## config.mk

```make
export PLATFORM = sky130hd
export DESIGN_NAME = http2_stream_state_tracker_flat
export DESIGN_NICKNAME = d
export VERILOG_FILES = /design/src/hsst_pkg.sv /design/src/hsst_in_if.sv /design/src/hsst_out_if.sv /design/src/hsst_lookup.sv /design/src/http2_stream_state_tracker.sv /design/src/flat_wrapper.sv
export VERILOG_INCLUDE_DIRS = /design/src /design/src/src
export SDC_FILE = /design/constraint.sdc
export NUM_CORES = 1
export LEC_CHECK = 0
export ABC_AREA = 1
export BUFFER_PORTS_ARGS = -buffer_cell sky130_fd_sc_hd__buf_4
export CORE_MARGIN = 8
export CORE_UTILIZATION = 55
export CTS_BUF_LIST = sky130_fd_sc_hd__clkbuf_16
export DETAILED_ROUTE_END_ITERATION = 8
export GPL_TIMING_DRIVEN = 0
export PLACE_DENSITY = 0.83
export SETUP_SLACK_MARGIN = 0.4
export SYNTH_ARGS = -nofsm -noshare
export SYNTH_HDL_FRONTEND = slang
export SYNTH_HIERARCHICAL = 1
export SYNTH_SLANG_ARGS = --single-unit
```

## constraint.sdc

```tcl
create_clock -name clk -period 3.14 [get_ports clk]
set_input_delay 0.314 -clock clk [delete_from_list [all_inputs] [get_ports clk]]
set_output_delay 0.314 -clock clk [all_outputs]
set_load 0.02 [all_outputs]
```

## src/http2_stream_state_tracker_assert.svh

```systemverilog
// ----------------------------------------------------------------------------
// HTTP/2 stream state tracker assertion macros
// Shared concurrent assertion forms for the stream state tracker.
// ----------------------------------------------------------------------------
`ifndef HTTP2_STREAM_STATE_TRACKER_ASSERT_SVH
`define HTTP2_STREAM_STATE_TRACKER_ASSERT_SVH

// Same-cycle implication, disabled while reset is asserted.
`define HSST_ASSERT_IMP(lbl, ck, rn, ante, cons, msg) \
  lbl: assert property (@(posedge ck) disable iff (!rn) (ante) |-> (cons)) \
    else $error(msg);

// Next-cycle implication, disabled while reset is asserted.
`define HSST_ASSERT_NXT(lbl, ck, rn, ante, cons, msg) \
  lbl: assert property (@(posedge ck) disable iff (!rn) (ante) |=> (cons)) \
    else $error(msg);

`endif

```

## src/hsst_pkg.sv

```systemverilog
// ----------------------------------------------------------------------------
// HTTP/2 stream state tracker package
// State and outcome types, table codes and the fixed transition table.
// ----------------------------------------------------------------------------
package hsst_pkg;

  // Stream states in their encoded order.
  typedef enum logic [2:0] {
    ST_IDLE        = 3'd0,
    ST_RSV_LOCAL   = 3'd1,
    ST_RSV_REMOTE  = 3'd2,
    ST_OPEN        = 3'd3,
    ST_HC_LOCAL    = 3'd4,
    ST_HC_REMOTE   = 3'd5,
    ST_CLOSED      = 3'd6
  } state_t;

  // Result outcome codes.
  typedef enum logic [2:0] {
    OUT_MOVED      = 3'd0,
    OUT_IGNORED    = 3'd1,
    OUT_SNH        = 3'd2,
    OUT_PROTO_ERR  = 3'd3,
    OUT_CLOSED_ERR = 3'd4
  } outcome_t;

  // Item function codes.
  typedef enum logic {
    FN_EVENT = 1'b0,
    FN_CHECK = 1'b1
  } func_t;

  // Table entry codes: real states first, then the other outcomes.
  localparam logic [3:0] T_IDLE = 4'd0;
  localparam logic [3:0] T_RL   = 4'd1;
  localparam logic [3:0] T_RR   = 4'd2;
  localparam logic [3:0] T_OPEN = 4'd3;
  localparam logic [3:0] T_HCL  = 4'd4;
  localparam logic [3:0] T_HCR  = 4'd5;
  localparam logic [3:0] T_CLS  = 4'd6;
  localparam logic [3:0] T_IGN  = 4'd7;
  localparam logic [3:0] T_SNH  = 4'd8;
  localparam logic [3:0] T_PER  = 4'd9;
  localparam logic [3:0] T_SCE  = 4'd10;

  // Offset from an outcome table code to its outcome code.
  localparam logic [3:0] T_OUT_OFFSET = 4'd6;

  // Frame type bytes.
  localparam logic [7:0] FT_HEADERS       = 8'd1;
  localparam logic [7:0] FT_PRIORITY      = 8'd2;
  localparam logic [7:0] FT_RST_STREAM    = 8'd3;
  localparam logic [7:0] FT_PUSH_PROMISE  = 8'd5;
  localparam logic [7:0] FT_WINDOW_UPDATE = 8'd8;

  // Transition table, rows by state code, columns by event code. The spare
  // row for the unused state code behaves as closed.
  typedef logic [3:0] tab_row_t [8];
  localparam tab_row_t TRANS_TAB [8] = '{
    '{T_SNH, T_OPEN, T_IGN, T_IGN, T_IGN, T_PER, T_RL,  T_PER},
    '{T_HCL, T_PER,  T_IGN, T_IGN, T_CLS, T_CLS, T_SNH, T_PER},
    '{T_SNH, T_HCL,  T_IGN, T_IGN, T_CLS, T_CLS, T_SNH, T_PER},
    '{T_IGN, T_IGN,  T_HCL, T_HCR, T_CLS, T_CLS, T_IGN, T_IGN},
    '{T_SNH, T_IGN,  T_IGN, T_CLS, T_CLS, T_CLS, T_SNH, T_IGN},
    '{T_IGN, T_SCE,  T_CLS, T_IGN, T_CLS, T_CLS, T_IGN, T_SCE},
    '{T_SNH, T_SCE,  T_IGN, T_IGN, T_SNH, T_SCE, T_SNH, T_SCE},
    '{T_SNH, T_SCE,  T_IGN, T_IGN, T_SNH, T_SCE, T_SNH, T_SCE}
  };

  // Result of one item, as held in the result register.
  typedef struct packed {
    outcome_t outcome;
    logic     notify;
    state_t   stream_state;
    logic     send_allowed;
  } result_t;

endpackage

```

## src/hsst_in_if.sv

```systemverilog
// ----------------------------------------------------------------------------
// HTTP/2 stream state tracker input channel
// Valid/ready channel carrying one event or check item.
// ----------------------------------------------------------------------------
interface hsst_in_if;
  logic       valid;
  logic       ready;
  logic       func;
  logic [2:0] event_code;
  logic [7:0] frame_type;

  modport source (output valid, output func, output event_code,
                  output frame_type, input ready);
  modport sink   (input valid, input func, input event_code,
                  input frame_type, output ready);
endinterface

```

## src/hsst_out_if.sv

```systemverilog
// ----------------------------------------------------------------------------
// HTTP/2 stream state tracker result channel
// Valid/ready channel carrying one result item.
// ----------------------------------------------------------------------------
interface hsst_out_if import hsst_pkg::*; ();
  logic     valid;
  logic     ready;
  outcome_t outcome;
  logic     notify;
  state_t   stream_state;
  logic     send_allowed;

  modport source (output valid, output outcome, output notify,
                  output stream_state, output send_allowed, input ready);
  modport sink   (input valid, input outcome, input notify,
                  input stream_state, input send_allowed, output ready);
endinterface

```

## src/hsst_lookup.sv

```systemverilog
// ----------------------------------------------------------------------------
// HTTP/2 stream state tracker lookup
// Applies the transition table or the send check to one registered item.
// ----------------------------------------------------------------------------
module hsst_lookup import hsst_pkg::*; (
  input  state_t     cur_state,
  input  logic       func,
  input  logic [2:0] event_code,
  input  logic [7:0] frame_type,
  output state_t     state_nxt,
  output result_t    result
);

  logic [3:0] tab_code;
  logic       is_move;
  logic       allowed;

  // Table entry for the current state and event.
  assign tab_code = TRANS_TAB[cur_state][event_code];
  assign is_move  = (func == FN_EVENT) && (tab_code <= T_CLS);

  // Next state: only an event that lands on a real state moves the stream.
  always_comb begin
    if (is_move) begin
      state_nxt = state_t'(tab_code[2:0]);
    end else begin
      state_nxt = cur_state;
    end
  end

  // Frame types that may be sent in each state.
  always_comb begin
    case (cur_state)
      ST_IDLE: begin
        allowed = (frame_type == FT_PUSH_PROMISE);
      end
      ST_RSV_LOCAL: begin
        allowed = (frame_type == FT_HEADERS) || (frame_type == FT_RST_STREAM) ||
                  (frame_type == FT_PRIORITY);
      end
      ST_RSV_REMOTE, ST_HC_LOCAL: begin
        allowed = (frame_type == FT_RST_STREAM) ||
                  (frame_type == FT_WINDOW_UPDATE) ||
                  (frame_type == FT_PRIORITY);
      end
      ST_OPEN, ST_HC_REMOTE: begin
        allowed = 1'b1;
      end
      default: begin
        allowed = (frame_type == FT_PRIORITY);
      end
    endcase
  end

  // Result fields for the item.
  always_comb begin
    result.stream_state = state_nxt;
    if (func == FN_CHECK) begin
      result.outcome      = OUT_IGNORED;
      result.notify       = 1'b0;
      result.send_allowed = allowed;
    end else begin
      if (is_move) begin
        result.outcome = OUT_MOVED;
      end else begin
        result.outcome = outcome_t'(3'(tab_code - T_OUT_OFFSET));
      end
      result.notify       = (tab_code != T_IGN);
      result.send_allowed = 1'b0;
    end
  end

endmodule

```

## src/http2_stream_state_tracker.sv

```systemverilog
// ----------------------------------------------------------------------------
// HTTP/2 stream state tracker
// Keeps the state of one HTTP/2 stream, applies stream events and answers
// send checks, one result per item.
// ----------------------------------------------------------------------------
//  Channel   Direction  Payload                                        Handshake
//  in_chan   sink       func, event_code, frame_type                   valid/ready
//  out_chan  source     outcome, notify, stream_state, send_allowed    valid/ready
//
//  An item is registered on acceptance, and its result is registered in the result
//  register as the item moves on; one item can be taken every cycle while results drain.
//  The single table lookup plus the state register set that rate.
//  Reset returns the stream to idle and empties both registers.
//  A stalled result holds its register; the input register still takes one
//  more item, and input ready drops only when both registers are full.
// ----------------------------------------------------------------------------
`include "http2_stream_state_tracker_assert.svh"

module http2_stream_state_tracker import hsst_pkg::*; (
  input  logic       clk,
  input  logic       rst_n,
  hsst_in_if.sink    in_chan,
  hsst_out_if.source out_chan
);

  logic       inp_valid_r;
  logic       func_r;
  logic [2:0] event_code_r;
  logic [7:0] frame_type_r;
  logic       res_valid_r;
  result_t    res_r;
  state_t     state_r;
  state_t     state_nxt;
  result_t    res_nxt;
  logic       advance;

  // The registered item moves on when the result register is free or draining.
  assign advance       = inp_valid_r && (!res_valid_r || out_chan.ready);
  assign in_chan.ready = !inp_valid_r || advance;

  // Input register.
  always_ff @(posedge clk) begin
    if (!rst_n) begin
      inp_valid_r <= 1'b0;
    end else if (in_chan.ready) begin
      inp_valid_r <= in_chan.valid;
    end
  end

  always_ff @(posedge clk) begin
    if (in_chan.ready && in_chan.valid) begin
      func_r       <= in_chan.func;
      event_code_r <= in_chan.event_code;
      frame_type_r <= in_chan.frame_type;
    end
  end

  // Table lookup and send check.
  hsst_lookup u_lookup (
    .cur_state  (state_r),
    .func       (func_r),
    .event_code (event_code_r),
    .frame_type (frame_type_r),
    .state_nxt  (state_nxt),
    .result     (res_nxt)
  );

  // Stream state register, updated as each item moves to the result register.
  always_ff @(posedge clk) begin
    if (!rst_n) begin
      state_r <= ST_IDLE;
    end else if (advance) begin
      state_r <= state_nxt;
    end
  end

  // Result register.
  always_ff @(posedge clk) begin
    if (!rst_n) begin
      res_valid_r <= 1'b0;
    end else if (advance) begin
      res_valid_r <= 1'b1;
    end else if (out_chan.ready) begin
      res_valid_r <= 1'b0;
    end
  end

  always_ff @(posedge clk) begin
    if (advance) begin
      res_r <= res_nxt;
    end
  end

  assign out_chan.valid        = res_valid_r;
  assign out_chan.outcome      = res_r.outcome;
  assign out_chan.notify       = res_r.notify;
  assign out_chan.stream_state = res_r.stream_state;
  assign out_chan.send_allowed = res_r.send_allowed;

  // A check transaction never changes the stream state.
  `HSST_ASSERT_NXT(a_check_keeps_state, clk, rst_n, advance && (func_r == FN_CHECK), $stable(state_r), "check item changed the stream state")

  // A move leaves the stored state equal to the reported state.
  `HSST_ASSERT_NXT(a_move_updates_state, clk, rst_n, advance && (res_nxt.outcome == OUT_MOVED), state_r == res_r.stream_state, "moved result disagrees with stored state")

  // A permitted send is only ever reported by a silent check result.
  `HSST_ASSERT_IMP(a_allowed_is_check, clk, rst_n, res_valid_r && res_r.send_allowed, (res_r.outcome == OUT_IGNORED) && !res_r.notify, "send_allowed set on an event result")

endmodule

```

## src/flat_wrapper.sv

```systemverilog
// flat-port wrapper written by rule: the top's interface ports become plain ports
module http2_stream_state_tracker_flat import hsst_pkg::*;
  (clk, rst_n, in_chan_valid, in_chan_func, in_chan_event_code, in_chan_frame_type, in_chan_ready, out_chan_valid, out_chan_outcome, out_chan_notify, out_chan_stream_state, out_chan_send_allowed, out_chan_ready);
  hsst_in_if in_chan_i ();
  hsst_out_if out_chan_i ();
  input  logic clk;
  input  logic rst_n;
  input wire logic [$bits(in_chan_i.valid)-1:0] in_chan_valid;
  input wire logic [$bits(in_chan_i.func)-1:0] in_chan_func;
  input wire logic [$bits(in_chan_i.event_code)-1:0] in_chan_event_code;
  input wire logic [$bits(in_chan_i.frame_type)-1:0] in_chan_frame_type;
  output wire logic [$bits(in_chan_i.ready)-1:0] in_chan_ready;
  output wire logic [$bits(out_chan_i.valid)-1:0] out_chan_valid;
  output wire logic [$bits(out_chan_i.outcome)-1:0] out_chan_outcome;
  output wire logic [$bits(out_chan_i.notify)-1:0] out_chan_notify;
  output wire logic [$bits(out_chan_i.stream_state)-1:0] out_chan_stream_state;
  output wire logic [$bits(out_chan_i.send_allowed)-1:0] out_chan_send_allowed;
  input wire logic [$bits(out_chan_i.ready)-1:0] out_chan_ready;
  assign in_chan_i.valid = in_chan_valid;
  assign in_chan_i.func = in_chan_func;
  assign in_chan_i.event_code = in_chan_event_code;
  assign in_chan_i.frame_type = in_chan_frame_type;
  assign in_chan_ready = in_chan_i.ready;
  assign out_chan_valid = out_chan_i.valid;
  assign out_chan_outcome = out_chan_i.outcome;
  assign out_chan_notify = out_chan_i.notify;
  assign out_chan_stream_state = out_chan_i.stream_state;
  assign out_chan_send_allowed = out_chan_i.send_allowed;
  assign out_chan_i.ready = out_chan_ready;
  http2_stream_state_tracker u_core (.clk(clk), .rst_n(rst_n), .in_chan(in_chan_i), .out_chan(out_chan_i));
endmodule
```

==> run summary <==
Core area -> 2710 um2
Number of global-route vias before repair -> 1089
Port Buffers -> 25
FF+latch count, synth -> 25
Remaining Overflow, GRT -> 0
P_leak -> 0.866 nW
Cell Pwr Density -> 466 nW/um2
Syn avg cell area -> 8.10 um2
Total power -> 858 uW
Share of layout cells above drive strength 1 -> 27.5%
Total negative slack -> 0 ns
Area delta synth->final -> 20.2%
Unrepaired setup endpoints after global routing -> false
Top Family by Delay on Critical Path -> simple AND/OR/NAND/NOR gates
Non-Filler Instances -> 249
Layout Nets -> 242
Die Y -> 68.8 um
Mapped cell area -> 1530 um2
Post_cts resized -> 0
Critical Path RT -> 3.29 ns
Drt total wl -> 2920 um
# diodes -> 0
Setup Skew -> 0.00204 ns
Outcome -> finished, final reports clean
Via/cell ratio -> 5.09
Post-synth top flop -> edfxtp_1
Critical path arrival -> 2.54 ns
Clock tree sinks -> 25
Critical path's slowest cell -> dfxtp_1
Syn. warnings -> 6
Post-CTS setup buffers -> 0
Die area -> 4730 um2
Drt drc -> 0
Slew Viols, Final -> 0
CP max FO -> 8
CP bufs+invs -> 4
Clk_lat worst skew -> 0.25 ns
Fmax -> 0.417 GHz
Total GRT Usage -> 12.7%
Yosys top cell by area -> edfxtp_1
IO Pins -> 26
Synthesized instance count -> 189
Max-cap check violation count -> 0
Tcrit/Tclk final -> 76.3%
Top-count cell post-synth -> nand2_1
CP dominant cell by count -> nand2_1
Cts hold-fix bufs -> 0
Starting density of the core -> 56.5%
CTS Buf Count -> 3
Antenna viol nets, final -> 0
Site row count -> 19
Max_slew headroom -> 51.8%
Synth cell count leaders -> nand2_1, nand3_1, edfxtp_1, nor2_1, inv_1
DRT Pass-1 Iters -> 4
Peak supply drop -> 0.600 mV
Min cycle time layout -> 2.40 ns
Via count -> 1267
CP Cell Sequence -> inv_1 > ha_1 > inv_1 > nand2_1 > nand3_1 > nand3_1 > nand3_1 > nand2_1 > nor2_2 > nand2_4 > nand2_1 > nand2_1 > buf_4 > clkinvlp_2 > nand3_1 > nand2_1 > nor2_1
Number of synthesized flops with an enable pin -> 20
Netlist cell types -> 24
Slew @ Worst Pin -> 0.724 ns
Critical Path End Type -> flip-flop
Clock slew at reported path FFs -> 0.06 ns
CTS H-Tree Depth -> 1
Min-delay worst type -> primary input to flip-flop
RD Place Congestion -> 0.952
Final setup fails -> 0
CTS root buf -> clkbuf_16
Initial DRC count -> 77
Top cell type's share of synthesized area -> 39.2%
Critical path's largest stage delay -> 0.51 ns
CTS tree -> built
First-pass GRT wire length -> 4660 um
Async SR Flop Fraction -> 0%
Hold Vio Cnt, Final -> 0
Largest net degree at the start of global routing -> 16
Die Span X -> 68.8 um
Synth Net Count -> 212
CTS Buffer Depth -> 2
Avg WL per Cell -> 11.7 um
Dpl cells -> 245
DP HPWL -> 2250 um
Initial antenna violation count -> 0
Post-synthesis sequential area ratio -> 45.8%
Crit Path Class -> flip-flop to flip-flop
Synth area leaders -> edfxtp_1, nand2_1, nand3_1
Critical Path Source Type -> flip-flop
Hold slack -> 0.233 ns
[layout by cell type, fill, tap and decap left out]
cell	synthesis	routed
nand3_1	25	25
inv_1	13	13
bufinv_8	1	1
clkinvlp_2	2	2
inv_2	7	7
nand2_1	56	56
buf_2	1	1
clkbuf_16	0	3
a21oi_2	1	1
nand2_2	10	10
nand2_4	1	1
clkinvlp_4	0	1
nor2_1	16	16
nand3_4	1	1
a21oi_1	8	8
o21ai_1	2	2
edfxtp_1	20	20
buf_4	5	30
nand3_2	1	1
a31oi_1	1	1
dfxtp_1	5	5
o21ai_0	3	3
xnor2_1	1	1
nor2_2	1	1
nor4_1	1	1
ha_1	7	7
[area by class of cell]
class / instances / area (um2)
fillers: 224 / 870
multi-input cells: 135 / 686
repair buffers: 25 / 188
clock inverters: 1 / 7.51
clock buffers: 3 / 75.1
inverters: 23 / 103
flip-flops and latches: 25 / 701
well taps: 31 / 38.8
plain buffers: 6 / 42.5
[state kept, by name, indices dropped and copies added, names as in the netlist]
register                      count
u_core/event_code_r               3
u_core/frame_type_r               8
u_core/func_r                     1
u_core/inp_valid_r                1
u_core/out_chan.notify            1
u_core/out_chan.outcome           3
u_core/out_chan.send_allowed      1
u_core/out_chan.stream_state      3
u_core/out_chan.valid             1
u_core/state_r                    3
[cells by family after synthesis]
| group | synth area share, % |
|---|---|
| XOR/XNOR | 0.572 |
| adder cells (fa/ha/maj) | 5.72 |
| AO/OA/AOI/OAI | 5.23 |
| flip-flops | 45.8 |
| buffers and inverters | 9.48 |
| AND/OR/NAND/NOR | 33.3 |
[routing by layer]
| metal | wire length, um | part of all wire [%] | up-vias | track usage [%] |
|---|---|---|---|---|
| li1 | - | - | 672 | - |
| met1 | 1280 | 44 | 565 | 15.5 |
| met2 | 1450 | 50 | 28 | 21.8 |
| met3 | 176 | 6.0 | 2 | 4.04 |
| met4 | 13 | 0.45 | 0 | 2.26 |
| met5 | 0 | 0 | - | 0 |
[metrics by stage]
| step | utilization [%] | worst slack, ns | cell area [um2] |
|---|---|---|---|
| 6_report | 67.9 | 0.743 | 1840 |
| 3_5_place_dp | 64.9 | 0.811 | 1760 |
| 3_3_place_gp | 64.9 | 0.856 | 1760 |
| 4_1_cts | 67.9 | 0.753 | 1840 |
| 2_1_floorplan | - | 1.15 | 1530 |
| 5_1_grt | 67.9 | 0.521 | 1840 |
[path summary, 6_finish.rpt]
kind | startpoint | endpoint | slack, ns | cells after the start
worst max-delay path | u_core/state_r[1] | u_core/state_r[1] | 0.74 | 17
worst min-delay path | in_chan_frame_type[2] | u_core/frame_type_r[2] | 0.23 | 1
worst max register to register | u_core/state_r[1] | u_core/state_r[1] | 0.74 | 17
worst min register to register | u_core/state_r[2] | u_core/state_r[2] | 0.53 | 2
[report_power, final]
part,switching [mW],internal [mW]
Clock,0.102,0.172
Combinational,0.109,0.0780
Sequential,0.0141,0.382
Power figures use the tool's default switching activity.
